**src/dfp_pkg.sv**
```systemverilog
// Shared constants, command codes and stage structs for the decimal fixed-point ALU.
package dfp_pkg;

  localparam int WHOLE_BITS_DEF = 32;

  localparam logic [1:0] CMD_ADD = 2'd0;
  localparam logic [1:0] CMD_SUB = 2'd1;
  localparam logic [1:0] CMD_MUL = 2'd2;
  localparam logic [1:0] CMD_CMP = 2'd3;

  localparam logic [13:0] FRAC_SCALE = 14'd10000;
  localparam logic [13:0] FRAC_MAX   = 14'd9999;

  // floor(x / 10000) equals (x * RECIP_10K) >> RECIP_SHIFT for every x below 2^32.
  localparam logic [31:0] RECIP_10K   = 32'd3518437209;
  localparam int          RECIP_SHIFT = 45;

  // Clamped operands handed to the multiplier pipeline.
  typedef struct packed {
    logic [31:0] aw;
    logic [13:0] af;
    logic [31:0] bw;
    logic [13:0] bf;
  } mul_op_t;

  // Everything outside the multiplier that rides along the pipeline.
  typedef struct packed {
    logic [1:0]  cmd;
    logic        less;
    logic        mul_neg;
    logic        add_neg;
    logic [32:0] add_whole;
    logic [13:0] add_frac;
  } side_t;

endpackage

```
**src/dfp_addsub.sv**
```systemverilog
// Operand cleanup, signed add/subtract and signed compare (combinational).
module dfp_addsub (
  input  logic [1:0]       cmd,
  input  logic             a_negative,
  input  logic [31:0]      a_whole,
  input  logic [13:0]      a_frac,
  input  logic             b_negative,
  input  logic [31:0]      b_whole,
  input  logic [13:0]      b_frac,
  output dfp_pkg::side_t   side,
  output dfp_pkg::mul_op_t mop
);
  import dfp_pkg::*;

  logic [13:0] af, bf;
  logic        a_zero, b_zero, an, bn, bn_eff;
  logic        a_ge_b, a_eq_b;
  logic [14:0] fsum;
  logic        carry;
  logic [13:0] big_f, small_f;
  logic [31:0] big_w, small_w;
  logic        borrow;
  logic [13:0] fdiff;

  always_comb begin
    af = (a_frac > FRAC_MAX) ? FRAC_MAX : a_frac;
    bf = (b_frac > FRAC_MAX) ? FRAC_MAX : b_frac;
    a_zero = (a_whole == 32'd0) && (af == 14'd0);
    b_zero = (b_whole == 32'd0) && (bf == 14'd0);
    // A magnitude of zero is always treated as positive.
    an = a_negative && !a_zero;
    bn = b_negative && !b_zero;
    bn_eff = (cmd == CMD_SUB) ? (!bn && !b_zero) : bn;

    a_eq_b = (a_whole == b_whole) && (af == bf);
    a_ge_b = (a_whole > b_whole) || ((a_whole == b_whole) && (af >= bf));

    fsum  = {1'b0, af} + {1'b0, bf};
    carry = fsum >= {1'b0, FRAC_SCALE};

    big_w   = a_ge_b ? a_whole : b_whole;
    small_w = a_ge_b ? b_whole : a_whole;
    big_f   = a_ge_b ? af : bf;
    small_f = a_ge_b ? bf : af;
    borrow  = big_f < small_f;
    fdiff   = borrow ? 14'(big_f + FRAC_SCALE - small_f) : 14'(big_f - small_f);

    side.cmd     = cmd;
    side.mul_neg = an ^ bn;
    if (an == bn_eff) begin
      side.add_neg   = an;
      side.add_frac  = carry ? 14'(fsum - {1'b0, FRAC_SCALE}) : fsum[13:0];
      side.add_whole = {1'b0, a_whole} + {1'b0, b_whole} + {32'd0, carry};
    end else begin
      side.add_neg   = a_ge_b ? an : bn_eff;
      side.add_frac  = fdiff;
      side.add_whole = {1'b0, big_w} - {1'b0, small_w} - {32'd0, borrow};
    end

    if (an != bn) begin
      side.less = an;
    end else if (!an) begin
      side.less = !a_ge_b;
    end else begin
      side.less = a_ge_b && !a_eq_b;
    end

    mop.aw = a_whole;
    mop.af = af;
    mop.bw = b_whole;
    mop.bf = bf;
  end

endmodule

```
**config.mk**
```make
export PLATFORM = sky130hd
export DESIGN_NAME = dfp_addsub
export DESIGN_NICKNAME = d
export VERILOG_FILES = /design/src/dfp_pkg.sv /design/src/dfp_addsub.sv
export SDC_FILE = /design/constraint.sdc
export NUM_CORES = 1
export LEC_CHECK = 0
export BUFFER_PORTS_ARGS = -buffer_cell sky130_fd_sc_hd__buf_4
export CAP_MARGIN = 10
export CORE_UTILIZATION = 45
export DETAILED_ROUTE_END_ITERATION = 7
export GPL_ROUTABILITY_DRIVEN = 0
export MAX_ROUTING_LAYER = met4
export PLACE_DENSITY = 0.73
export RECOVER_POWER = 25
export SLEW_MARGIN = 5
export SYNTH_ARGS = -nofsm -noshare
export SYNTH_HDL_FRONTEND = slang
export SYNTH_SLANG_ARGS = --single-unit
```
**constraint.sdc**
```tcl
create_clock -name vclk -period 11.5
set_clock_uncertainty 0.1 [all_clocks]
set_input_delay 2.3 -clock vclk [all_inputs]
set_output_delay 2.3 -clock vclk [all_outputs]
set_load 0.05 [all_outputs]
```
==> flow_summary_export.csv <==
group,metric,value,unit
outcome,status,"completed",
yosys,syn_inst,1285,
finish,fillCellCount,1769,
pwr,peakVddDrop,89.6,uV
finish,stdcell_area,11500,sq um
sta,maxSlewViolCount,0,
sta,period_share,97.8,%
placement,port-buffer-count,240,
worst_setup_path,critPathKind,"input port to output pin",
detailed_routing,routed_wl,31800,um
detailed_routing,vias,10500,
worst_setup_path,cp-start-kind,"input port",
yosys,avgSynthCellArea,6.68,sq um
pwr,power_density,121,nW/um^2
global_route,overflow,0,
die,dieHeight,140,um
placement,dp.cells,1799,
sta,setup_violations,0,
detailed_routing,drc_errors,0,
detailed_routing,first_iter_violations,782,
sta,final_hold_viol_count,0,
detailed_routing,routedWlPerCell,17.5,um
finish,area_growth,34.4,%
global_route,grt_util_all_layers,31.9,%
die,dieArea,19600,sq um
placement,place_hpwl,26600,um
die,core_area,18700,sq um
worst_setup_path,worstPathRequired,9.10,ns
sta,worstMarginPinSlew,1.01,ns
finish,fin_util,61.7,%
placement,dpl_cell_area,11300,sq um
worst_setup_path,path_max_fanout,6,
finish,final-seq-area,0,sq um
sta,hold_slack,4.82,ns
yosys,ys_seq_area_share,0,%
sta,max_freq,88.9,MHz
finish,clkbuf_count,0,
finish,final_cells,1816,
die,row_count,50,
yosys,synth_nets,1523,
detailed_routing,detail_route.first_pass.iterations,5,
die,chipWidth,140,um
yosys,synth_cell_types,89,
sta,maxSlewHeadroom,32.4,%
min_path,min_path_type,"input port to output pin",
sta,period_needed,11.25,ns
worst_setup_path,critPathSlowestCell,"fa_1",
die,io_pins,240,
finish,drive_gt1_share,30.4,%
finish,nNetsFinal,1821,
worst_setup_path,crit_top_cell,"buf_4",
worst_setup_path,crit_path_max_incr_delay,0.38,ns
worst_setup_path,arrival,8.85,ns
detailed_routing,vias_per_cell,5.79,
worst_setup_path,cp-end-kind,"output pin",
finish,design.seq.count,0,
detailed_routing,ant_nets,0,
yosys,syn-cell-area,8590,sq um
global_route,grt_pass1_wl,49900,um
pwr,leakage,0.00560,uW
global_route,antenna_found_initial,1,
yosys,ys.warnings.count,0,
global_route,grt_max_degree,56,
flow_run,drv_cap,0,
global_route,grt_pass1_vias,9804,
die,start_util,45.9,%
==> placed cells by master (no fill, tap or decap), types with 5 or more instances in the layout <==
cell,synthesis,final
buf_4,66,357
nor2_1,155,151
ha_1,136,130
a21oi_1,135,126
inv_1,114,111
nand2_1,95,94
xnor2_1,72,71
o21ai_0,63,47
clkbuf_1,21,35
and3_1,32,32
a21o_1,29,29
nand3_1,27,27
nor4_1,24,22
nand2b_1,24,21
nor3_1,20,20
xor2_1,19,18
nand4_1,14,14
nor2b_1,16,14
o31ai_1,14,12
o21bai_1,12,11
a21oi_2,2,10
o21ai_2,1,10
or3_1,9,9
a31oi_1,9,9
o21a_1,8,8
o21ai_1,1,8
a211oi_1,11,7
and2_1,11,7
mux2i_1,12,7
a21boi_0,9,7
mux2i_4,3,6
mux2_2,6,6
or2_2,5,5
mux2i_2,3,5
a311oi_1,7,5
==> what timing repair did <==
item                                    CTS  global route
resized for setup                        28            43
pin swaps                                14            31
hold endpoints to repair                  0             0
setup buffers                             6            10
hold buffers                              0             0
endpoints found under the setup margin   13            14
==> synthesized netlist by cell type, types with 7 or more instances <==
library cell  count  area [sq um]
buf_2             7          35.0
xor2_1           19           166
nor2_1          155           582
nor2b_1          16           100
o31ai_1          14           105
nor3_1           20           100
and3_1           32           200
a211oi_1         11          82.6
a21o_1           29           218
a21boi_0          9          67.6
a311oi_1          7          61.3
buf_4            66           495
nand2b_1         24           150
o21a_1            8          60.1
clkbuf_1         21          78.8
nand4_1          14          87.6
inv_1           114           428
nand3_1          27           135
nand2_1          95           357
nor4_1           24           150
o21ai_0          63           315
or3_1             9          56.3
and2_1           11          68.8
mux2i_1          12           120
o21bai_1         12          90.1
xnor2_1          72           631
a21oi_1         135           676
a31oi_1           9          56.3
ha_1            136          1700
==> logic make-up (layout without fill, tap and decap cells) <==
group | after synthesis | in the layout | share of synthesized area (%)
XOR/XNOR | 91 | 91 | 9.28
buffers and inverters | 217 | 513 | 12.9
adder cells (fa/ha/maj) | 142 | 142 | 21.2
other | 0 | 1 | 0
AO/OA/AOI/OAI | 363 | 363 | 27.9
AND/OR/NAND/NOR | 447 | 447 | 25.1
multiplexers | 25 | 25 | 3.63
==> path summary, 6_finish.rpt <==
path	startpoint	end	cells after the start
hold / removal	a_whole[10]	mop[70]	2
setup / recovery	a_frac[7]	side[46]	34
==> metal layers <==
layer | part of all wire, % | vias up | routed length [um] | track usage, %
met5 | 0 | - | 0 | -
met4 | 3.3 | 0 | 1050 | 8.44
met3 | 7.7 | 75 | 2460 | 3.62
met2 | 47 | 461 | 15000 | 54.2
met1 | 42 | 4894 | 13300 | 40.0
li1 | - | 5081 | - | -
==> worst max-delay path: cells and delay by family <==
| family | cells | cell delay, ns |
|---|---|---|
| mux | 2 | 0.41 |
| buf+inv | 6 | 0.78 |
| fa+ha+maj | 3 | 0.80 |
| simple gates | 6 | 1.02 |
| compound gates | 17 | 3.54 |
==> final cells by class <==
cell class,count,area [sq um],share of cell area (%)
inverters,116,438,3.79
repair buffers,397,2890,25.0
diodes,1,2.50,0.0217
well taps,234,293,2.54
multi-input cells,1068,7920,68.7
==> power by group <==
part,leakage [uW],total [uW],internal [uW],switching (uW)
Clock,0.00000000365,0.00000121,0.00000121,0
Sequential,0,0,0,0
Combinational,0.00560,1400,523,874
==> per-stage QoR <==
step / setup WS [ns] / TNS, ns / power (uW)
2_1_floorplan: -0.0338 / -0.0507 / 942
3_3_place_gp: -0.214 / -0.912 / 1320
3_5_place_dp: -0.472 / -2.93 / 1340
4_1_cts: 0.0184 / 0 / 1360
5_1_grt: -0.0454 / -0.0925 / 1490
6_report: 0.247 / 0 / 1400
Note: power is estimated with default switching activity, not from simulation.
